===== src/rtl/core/bdc_pkg.sv =====
package bdc_pkg;

    localparam int NUM_BUTTONS = 8;
    localparam int BTN_W       = 3;

    localparam logic [7:0]  COUNT8_LIMIT  = 8'hFF;
    localparam logic [15:0] COUNT16_LIMIT = 16'hFFFF;

    localparam logic [1:0] CFG_DEBOUNCE   = 2'd0;
    localparam logic [1:0] CFG_LONG_PRESS = 2'd1;
    localparam logic [1:0] CFG_CLICK      = 2'd2;
    localparam logic [1:0] CFG_HOLD       = 2'd3;

    localparam logic [7:0]  DEBOUNCE_RST   = 8'd3;
    localparam logic [15:0] LONG_PRESS_RST = 16'd100;
    localparam logic [15:0] CLICK_RST      = 16'd30;
    localparam logic [15:0] HOLD_RST       = 16'd20;

    typedef enum logic [1:0] {
        PH_IDLE     = 2'd0,
        PH_PRESSED  = 2'd1,
        PH_RELEASED = 2'd2,
        PH_HELD     = 2'd3
    } t_phase;

    typedef enum logic [2:0] {
        EV_NONE    = 3'd0,
        EV_PRESS   = 3'd1,
        EV_RELEASE = 3'd2,
        EV_LONG    = 3'd3,
        EV_CLICK   = 3'd4,
        EV_HOLD    = 3'd5
    } t_event;

    typedef struct packed {
        logic        stable;
        logic [7:0]  db_cnt;
        t_phase      phase;
        logic [15:0] ticks;
        logic [7:0]  presses;
        t_event      last_ev;
    } t_btn_state;

    typedef struct packed {
        logic [7:0]  debounce;
        logic [15:0] long_press;
        logic [15:0] click;
        logic [15:0] hold;
    } t_cfg;

    typedef struct packed {
        t_event     ev;
        logic       raised;
        logic [7:0] count;
    } t_result;

endpackage


===== src/rtl/core/bdc_in_if.sv =====
interface bdc_in_if;
    import bdc_pkg::*;

    logic             valid;
    logic             ready;
    logic [BTN_W-1:0] button_index;
    logic             raw_level;

    modport source (output valid, output button_index, output raw_level, input ready);
    modport sink (input valid, input button_index, input raw_level, output ready);
endinterface


===== src/rtl/core/bdc_out_if.sv =====
interface bdc_out_if;
    import bdc_pkg::*;

    logic             valid;
    logic             ready;
    logic [BTN_W-1:0] out_index;
    logic [2:0]       latched_event;
    logic             event_raised;
    logic [7:0]       click_count;

    modport source (
        output valid, output out_index, output latched_event,
        output event_raised, output click_count, input ready
    );
    modport sink (
        input valid, input out_index, input latched_event,
        input event_raised, input click_count, output ready
    );
endinterface


===== src/rtl/core/button_debounce_click_long_press_fsm.sv =====
// stages: stage 1 registers a request with its state memory read, and the output
//   register holds its result while o_res.ready is low; one request per cycle when
//   not stalled, separate read/write ports, forwarding between back-to-back requests
// reset: synchronous, active low; clears the per-button valid bits at once, so every
//   button reads as released and idle, and restores the register defaults
module button_debounce_click_long_press_fsm
    import bdc_pkg::*;
(
    input  logic        i_clk,
    input  logic        i_rst_n,
    bdc_in_if.sink      i_req,
    bdc_out_if.source   o_res,
    input  logic        i_cfg_we,
    input  logic [1:0]  i_cfg_index,
    input  logic [15:0] i_cfg_data
);

    t_cfg             r_cfg;

    logic             r_s1_valid;
    logic [BTN_W-1:0] r_s1_idx;
    logic             r_s1_raw;
    logic             r_s1_in_range;
    logic             r_fwd_hit;
    t_btn_state       r_fwd_state;

    logic             r_o_valid;
    logic [BTN_W-1:0] r_o_idx;
    t_result          r_o_res;

    logic             out_free;
    logic             s1_adv;
    logic             in_ready;
    logic             in_acc;
    logic             in_range;
    logic             wr_en;
    t_btn_state       mem_rd;
    t_btn_state       cur_state;
    t_btn_state       n_state;
    t_result          step_res;

    assign out_free  = !r_o_valid || o_res.ready;
    assign s1_adv    = r_s1_valid && out_free;
    assign in_ready  = !r_s1_valid || out_free;
    assign in_acc    = i_req.valid && in_ready;
    assign in_range  = {1'b0, i_req.button_index} < (BTN_W + 1)'(NUM_BUTTONS);
    assign wr_en     = s1_adv && r_s1_in_range;
    assign cur_state = r_fwd_hit ? r_fwd_state : mem_rd;

    assign i_req.ready = in_ready;

    always_ff @(posedge i_clk) begin
        if (!i_rst_n) begin
            r_cfg.debounce   <= DEBOUNCE_RST;
            r_cfg.long_press <= LONG_PRESS_RST;
            r_cfg.click      <= CLICK_RST;
            r_cfg.hold       <= HOLD_RST;
        end else if (i_cfg_we) begin
            case (i_cfg_index)
                CFG_DEBOUNCE:   r_cfg.debounce   <= i_cfg_data[7:0];
                CFG_LONG_PRESS: r_cfg.long_press <= i_cfg_data;
                CFG_CLICK:      r_cfg.click      <= i_cfg_data;
                CFG_HOLD:       r_cfg.hold       <= i_cfg_data;
                default:        r_cfg            <= r_cfg;
            endcase
        end
    end

    bdc_state_mem u_mem (
        .i_clk     (i_clk),
        .i_rst_n   (i_rst_n),
        .i_rd_en   (in_acc),
        .i_rd_addr (i_req.button_index),
        .o_rd_data (mem_rd),
        .i_wr_en   (wr_en),
        .i_wr_addr (r_s1_idx),
        .i_wr_data (n_state)
    );

    bdc_phase_logic u_phase (
        .i_state  (cur_state),
        .i_raw    (r_s1_raw),
        .i_cfg    (r_cfg),
        .o_next   (n_state),
        .o_result (step_res)
    );

    always_ff @(posedge i_clk) begin
        if (!i_rst_n) begin
            r_s1_valid <= 1'b0;
            r_fwd_hit  <= 1'b0;
        end else if (in_acc) begin
            r_s1_valid <= 1'b1;
            // previous request writes the same entry at this edge
            r_fwd_hit  <= wr_en && (r_s1_idx == i_req.button_index);
        end else if (s1_adv) begin
            r_s1_valid <= 1'b0;
        end
    end

    always_ff @(posedge i_clk) begin
        if (in_acc) begin
            r_s1_idx      <= i_req.button_index;
            r_s1_raw      <= i_req.raw_level;
            r_s1_in_range <= in_range;
            r_fwd_state   <= n_state;
        end
    end

    always_ff @(posedge i_clk) begin
        if (!i_rst_n) begin
            r_o_valid <= 1'b0;
        end else if (out_free) begin
            r_o_valid <= r_s1_valid;
        end
    end

    always_ff @(posedge i_clk) begin
        if (s1_adv) begin
            r_o_idx <= r_s1_idx;
            r_o_res <= r_s1_in_range ? step_res : '0;
        end
    end

    assign o_res.valid         = r_o_valid;
    assign o_res.out_index     = r_o_idx;
    assign o_res.latched_event = r_o_res.ev;
    assign o_res.event_raised  = r_o_res.raised;
    assign o_res.click_count   = r_o_res.count;

    a_rst_clears_out: assert property (@(posedge i_clk)
        !i_rst_n |=> !o_res.valid)
        else $error("result valid after reset");

    a_raised_has_event: assert property (@(posedge i_clk) disable iff (!i_rst_n)
        o_res.valid && o_res.event_raised |-> o_res.latched_event != EV_NONE)
        else $error("raised flag without event");

    a_count_cleared: assert property (@(posedge i_clk) disable iff (!i_rst_n)
        o_res.valid && o_res.event_raised
        && (o_res.latched_event == EV_LONG || o_res.latched_event == EV_CLICK)
        |-> o_res.click_count == 8'd0)
        else $error("click count not cleared on long press or click");

    a_stall_blocks_accept: assert property (@(posedge i_clk) disable iff (!i_rst_n)
        r_s1_valid && !out_free |-> !in_acc)
        else $error("request accepted over stalled stage");

    a_fwd_only_after_write: assert property (@(posedge i_clk) disable iff (!i_rst_n)
        in_acc && !wr_en |=> !r_fwd_hit)
        else $error("forward hit without a write");

endmodule


===== src/rtl/core/bdc_state_mem.sv =====
module bdc_state_mem
    import bdc_pkg::*;
(
    input  logic             i_clk,
    input  logic             i_rst_n,
    input  logic             i_rd_en,
    input  logic [BTN_W-1:0] i_rd_addr,
    output t_btn_state       o_rd_data,
    input  logic             i_wr_en,
    input  logic [BTN_W-1:0] i_wr_addr,
    input  t_btn_state       i_wr_data
);

    t_btn_state             r_mem [NUM_BUTTONS];
    logic [NUM_BUTTONS-1:0] r_valid;
    t_btn_state             r_rd_data;

    always_ff @(posedge i_clk) begin
        if (!i_rst_n) begin
            r_valid <= '0;
        end else if (i_wr_en) begin
            r_valid[i_wr_addr] <= 1'b1;
        end
    end

    always_ff @(posedge i_clk) begin
        if (i_wr_en) begin
            r_mem[i_wr_addr] <= i_wr_data;
        end
    end

    // entries not yet written read as the cleared state
    always_ff @(posedge i_clk) begin
        if (i_rd_en) begin
            r_rd_data <= r_valid[i_rd_addr] ? r_mem[i_rd_addr] : '0;
        end
    end

    assign o_rd_data = r_rd_data;

endmodule


===== src/rtl/core/bdc_phase_logic.sv =====
module bdc_phase_logic
    import bdc_pkg::*;
(
    input  t_btn_state i_state,
    input  logic       i_raw,
    input  t_cfg       i_cfg,
    output t_btn_state o_next,
    output t_result    o_result
);

    t_btn_state n_st;
    logic [7:0] db_inc;
    logic [7:0] press_inc;
    logic       raised;

    always_comb begin
        n_st      = i_state;
        raised    = 1'b0;
        db_inc    = (i_state.db_cnt != COUNT8_LIMIT) ? i_state.db_cnt + 8'd1
                                                     : i_state.db_cnt;
        press_inc = (i_state.presses != COUNT8_LIMIT) ? i_state.presses + 8'd1
                                                      : i_state.presses;

        // debounce
        if (i_raw != i_state.stable) begin
            n_st.db_cnt = db_inc;
            if (db_inc >= i_cfg.debounce) begin
                n_st.stable = i_raw;
                n_st.db_cnt = '0;
            end
        end else begin
            n_st.db_cnt = '0;
        end

        if (i_state.phase != PH_IDLE && i_state.ticks != COUNT16_LIMIT) begin
            n_st.ticks = i_state.ticks + 16'd1;
        end

        case (i_state.phase)
            PH_IDLE: begin
                if (n_st.stable) begin
                    n_st.last_ev = EV_PRESS;
                    raised       = 1'b1;
                    n_st.presses = press_inc;
                    n_st.ticks   = '0;
                    n_st.phase   = PH_PRESSED;
                end else begin
                    n_st.last_ev = EV_NONE;
                end
            end
            PH_PRESSED: begin
                if (!n_st.stable) begin
                    n_st.last_ev = EV_RELEASE;
                    raised       = 1'b1;
                    n_st.ticks   = '0;
                    n_st.phase   = PH_RELEASED;
                end else if (n_st.ticks >= i_cfg.long_press) begin
                    n_st.last_ev = EV_LONG;
                    raised       = 1'b1;
                    n_st.presses = '0;
                    n_st.ticks   = '0;
                    n_st.phase   = PH_HELD;
                end
            end
            PH_RELEASED: begin
                if (n_st.stable) begin
                    n_st.last_ev = EV_PRESS;
                    raised       = 1'b1;
                    n_st.presses = press_inc;
                    n_st.ticks   = '0;
                    n_st.phase   = PH_PRESSED;
                end else if (n_st.ticks >= i_cfg.click) begin
                    n_st.last_ev = EV_CLICK;
                    raised       = 1'b1;
                    n_st.presses = '0;
                    n_st.ticks   = '0;
                    n_st.phase   = PH_IDLE;
                end
            end
            PH_HELD: begin
                if (!n_st.stable) begin
                    n_st.last_ev = EV_RELEASE;
                    raised       = 1'b1;
                    n_st.presses = '0;
                    n_st.ticks   = '0;
                    n_st.phase   = PH_IDLE;
                end else if (n_st.ticks >= i_cfg.hold) begin
                    n_st.last_ev = EV_HOLD;
                    raised       = 1'b1;
                    n_st.ticks   = '0;
                end
            end
            default: begin
                n_st = i_state;
            end
        endcase
    end

    assign o_next          = n_st;
    assign o_result.ev     = n_st.last_ev;
    assign o_result.raised = raised;
    assign o_result.count  = n_st.presses;

endmodule

===== src/flat_wrapper.sv =====
// flat-port wrapper written by rule: the top's interface ports become plain ports
module button_debounce_click_long_press_fsm_flat import bdc_pkg::*;
  (i_clk, i_rst_n, i_cfg_we, i_cfg_index, i_cfg_data, i_req_valid, i_req_button_index, i_req_raw_level, i_req_ready, o_res_valid, o_res_out_index, o_res_latched_event, o_res_event_raised, o_res_click_count, o_res_ready);
  bdc_in_if i_req_i ();
  bdc_out_if o_res_i ();
  input  logic i_clk;
  input  logic i_rst_n;
  input  logic i_cfg_we;
  input  logic [1:0] i_cfg_index;
  input  logic [15:0] i_cfg_data;
  input wire logic [$bits(i_req_i.valid)-1:0] i_req_valid;
  input wire logic [$bits(i_req_i.button_index)-1:0] i_req_button_index;
  input wire logic [$bits(i_req_i.raw_level)-1:0] i_req_raw_level;
  output wire logic [$bits(i_req_i.ready)-1:0] i_req_ready;
  output wire logic [$bits(o_res_i.valid)-1:0] o_res_valid;
  output wire logic [$bits(o_res_i.out_index)-1:0] o_res_out_index;
  output wire logic [$bits(o_res_i.latched_event)-1:0] o_res_latched_event;
  output wire logic [$bits(o_res_i.event_raised)-1:0] o_res_event_raised;
  output wire logic [$bits(o_res_i.click_count)-1:0] o_res_click_count;
  input wire logic [$bits(o_res_i.ready)-1:0] o_res_ready;
  assign i_req_i.valid = i_req_valid;
  assign i_req_i.button_index = i_req_button_index;
  assign i_req_i.raw_level = i_req_raw_level;
  assign i_req_ready = i_req_i.ready;
  assign o_res_valid = o_res_i.valid;
  assign o_res_out_index = o_res_i.out_index;
  assign o_res_latched_event = o_res_i.latched_event;
  assign o_res_event_raised = o_res_i.event_raised;
  assign o_res_click_count = o_res_i.click_count;
  assign o_res_i.ready = o_res_ready;
  button_debounce_click_long_press_fsm u_core (.i_clk(i_clk), .i_rst_n(i_rst_n), .i_req(i_req_i), .o_res(o_res_i), .i_cfg_we(i_cfg_we), .i_cfg_index(i_cfg_index), .i_cfg_data(i_cfg_data));
endmodule

===== config.mk =====
export PLATFORM = sky130hd
export DESIGN_NAME = button_debounce_click_long_press_fsm_flat
export DESIGN_NICKNAME = d
export VERILOG_FILES = /design/src/rtl/core/bdc_pkg.sv /design/src/rtl/core/bdc_in_if.sv /design/src/rtl/core/bdc_out_if.sv /design/src/rtl/core/button_debounce_click_long_press_fsm.sv /design/src/rtl/core/bdc_state_mem.sv /design/src/rtl/core/bdc_phase_logic.sv /design/src/flat_wrapper.sv
export SDC_FILE = /design/constraint.sdc
export NUM_CORES = 1
export LEC_CHECK = 0
export CORE_MARGIN = 4
export CORE_UTILIZATION = 50
export CTS_BUF_LIST = sky130_fd_sc_hd__clkbuf_16
export DETAILED_ROUTE_END_ITERATION = 12
export DONT_BUFFER_PORTS = 1
export PLACE_DENSITY_LB_ADDON = 0.12
export SLEW_MARGIN = 0
export SYNTH_ARGS = -nofsm -noshare
export SYNTH_HDL_FRONTEND = slang
export SYNTH_SLANG_ARGS = --single-unit

===== constraint.sdc =====
create_clock -name i_clk -period 9 [get_ports i_clk]
set_input_delay 1.35 -clock i_clk [delete_from_list [all_inputs] [get_ports i_clk]]
set_output_delay 1.35 -clock i_clk [all_outputs]
set_load 0.005 [all_outputs]

==> metrics <==
Total GRT Usage 0.205; number of vias per cell 5.92; pin count of the biggest net entering global routing 81; DRC 0; register area share after synthesis 0.654; initial antenna violation count 0; Reg-to-Reg Start u_core.r_fwd_hit; Worst setup SP type flip-flop; pwr dens 207 nW/um^2; largest family of logic cells by synthesized area multiplexers; Gate Count Post-Synth 1333; Avg WL per Cell 23.5 um; met3 Resource Use GR 0.0336; Leak 7.60 nW; post-synthesis xor/xnor area fraction 0.00989; Critical Path Fanout Max 46; peak supply drop ~0.00016 V; Main synth FF type edfxtp_1; first-pass GRT wire length 69.0 mm; Inst Count DP 1815; Hold Vio Cnt, Final 0; Initial Util 0.509; crit path DAT 6190 ps; Worst Path Required 9270 ps; DP HPWL 26.7 mm; synth warn 0; Final min period 5920 ps; Layout Skew 17.4 ps; via count 11300; commonest non-fill, non-tap cell in the layout edfxtp_1; postcts setup bufs 0; I/O pins 44; share of post-route cells with drive strength above 1 0.158; CORE AREA 40000 sq um; hold path start u_core.u_mem.r_valid[3]; post-synthesis mux area share 0.129; Post-Syn Area per Cell between 15 and 20 sq um; crit end category flip-flop; top cells by area, synth edfxtp_1, mux4_2, dfxtp_1, ha_1, mux2i_1; Layout Nets 1426; Sink Count between 400 and 500; Post-Layout Cell Count 1906; Worst-Skew Late Latency between 500 and 600 ps; worst-margin pin slew 1200 ps; Post-CTS Resized 0; FF-to-FF End u_core.u_mem.r_mem[6][7]; post-synth top area cell edfxtp_1; H-tree Lvls 2; register-to-register setup slack 3080 ps; I/O Buffers 0; DIE WIDTH between 200 and 250 um; async set or reset register ratio after synthesis 0; Slew headroom 0.191; peak-usage layer in the global routing report met1; # rows 73; met1 usage 0.318; area delta synth->final 10.2%; total global routing overflow 0; register bit total from synthesis 466; CTS Root Buffer Type clkbuf_16; drt pass-1 iters 5; GR Util met2 0.306; R2R depth 16; full die area 44000 sq um; Final WS setup 3080 ps; critical path endpoint u_core.u_mem.r_mem[6][7]; Final Setup Violations 0; chip height 210 um; Critical Path Source u_core.r_fwd_hit; antenna-violating nets left 0; CTS tree built; vias in the first global route approximately 11000; gp weighted congestion 0.823; Longest Clk Path Bufs 3; CTS Buf Count 48; number of synthesized flops with an enable pin 399; Cell Area, Synth 20400 sq um; most frequent cells in the layout edfxtp_1, nand2_1, mux4_2; max-cap viol count 0; Detailed Route WL roughly 45 mm; pre-CTS setup slack 3150 ps; clock slew at reported path FFs 60 ps; simple-gate area share of the yosys netlist 0.0717; fin. max-slew vios 0; Final Cycle Share 0.658; library cells used by synthesis 77; hold buffer count at cts 0; fmax between 0.15 and 0.2 GHz; Final TNS setup 0 ps; kind of critical path reg -> reg; RSZ-0062 raised after global routing no; worst min path class reg -> reg; area share of the largest cell type after synthesis 0.588; Adder-Cell Fraction of Synth Area 0.0362; status finished clean; DRT iter0 DRCs 992; Synth Area in Compound Gates 0.0733; syn_nets 1419
[cell families (layout without fill, tap and decap cells)]
logic type | count (synthesis) | in the layout
other | 0 | 1
AOI/OAI and AO/OA | 204 | 204
DFF | 466 | 466
buffers and inverters | 122 | 169
and+or+nand+nor | 299 | 299
xor gates and xnor gates | 23 | 23
muxes | 160 | 160
adders and majority gates | 59 | 59
[per-layer routing]
| metal | wire, um | share of wire |
|---|---|---|
| met5 | 0 | 0 |
| met3 | 2520 | 0.056 |
| met4 | 792 | 0.018 |
| met2 | 20200 | 0.45 |
| met1 | 21200 | 0.47 |
[power breakdown]
| group | leakage [nW] | switching (W) | internal (W) |
|---|---|---|---|
| Combinational | 2.52 | 0.000179 | 0.000117 |
| Sequential | 4.30 | 0.0000266 | 0.00242 |
| Clock | 0.784 | 0.000824 | 0.00109 |
| Total | 7.60 | 0.00103 | 0.00363 |
[cells in the mapped netlist (12+ instances only)]
cell      number
mux2_2        14
nor2b_1       17
nor2_1        68
o21a_1        14
a21oi_1       39
inv_1         61
mux4_2        79
o21ai_0       20
ha_1          59
nand2b_1      12
xnor2_1       17
dfxtp_1       67
nand2_1      120
nor3_1        17
clkbuf_1      33
edfxtp_1     399
a21o_1        14
a21boi_0      45
nand3_1       17
mux2i_1       62
[flip-flops by register name, summed over array words and instances (netlist names)]
register	flops
u_core.u_mem.r_mem	304
u_core.r_cfg	56
u_core.r_fwd_state	38
u_core.u_mem.o_rd_data	38
u_core.o_res.click_count	8
u_core.u_mem.r_valid	8
u_core.o_res.latched_event	3
u_core.o_res.out_index	3
u_core.r_s1_idx	3
u_core.o_res.event_raised	1
u_core.o_res.valid	1
u_core.r_fwd_hit	1
u_core.r_s1_raw	1
u_core.r_s1_valid	1
[per-stage QoR]
stage | hold WS (ps) | power [W] | util | instance area, sq um
after detailed placement | 450 | 0.00279 | 0.523 | 20900
after global routing | 478 | 0.00483 | 0.561 | 22400
final | 465 | 0.00465 | 0.561 | 22400
after floorplan | 435 | 0.00272 | - | 20400
after global placement | 443 | 0.00278 | 0.523 | 20900
after CTS | 464 | 0.00470 | 0.561 | 22400
[layout make-up]
class	count	area [sq um]
fill	3172	17600
sequential	466	13300
multi-input combinational	745	6590
clock buffer	48	1200
tap	525	657
clock inverter	42	309
inverter	62	234
timing repair buffer	17	128
antenna	1	2.50
[critical path, cell delays in order (launching register included)]
cell,delay [ps]
dfxtp_4,810
mux2i_1,250
inv_1,140
ha_1,250
inv_1,70
a221oi_2,390
nand2_2,170
xnor2_1,260
ha_1,260
nand2b_1,150
a2111oi_2,480
o31ai_2,180
mux2i_4,630
inv_2,360
nand2_1,180
o21ai_0,110
a2111oi_2,890
[worst min-delay path by stage]
stage,end,depth (start not counted)
floorplan,u_core.u_mem.r_valid[2],1
global placement,u_core.u_mem.r_valid[7],1
detailed placement,u_core.u_mem.r_valid[6],1
CTS,u_core.u_mem.r_valid[6],1
global route,u_core.u_mem.r_valid[6],1
finish,u_core.u_mem.r_valid[3],1
Power figures use the tool's default switching activity.
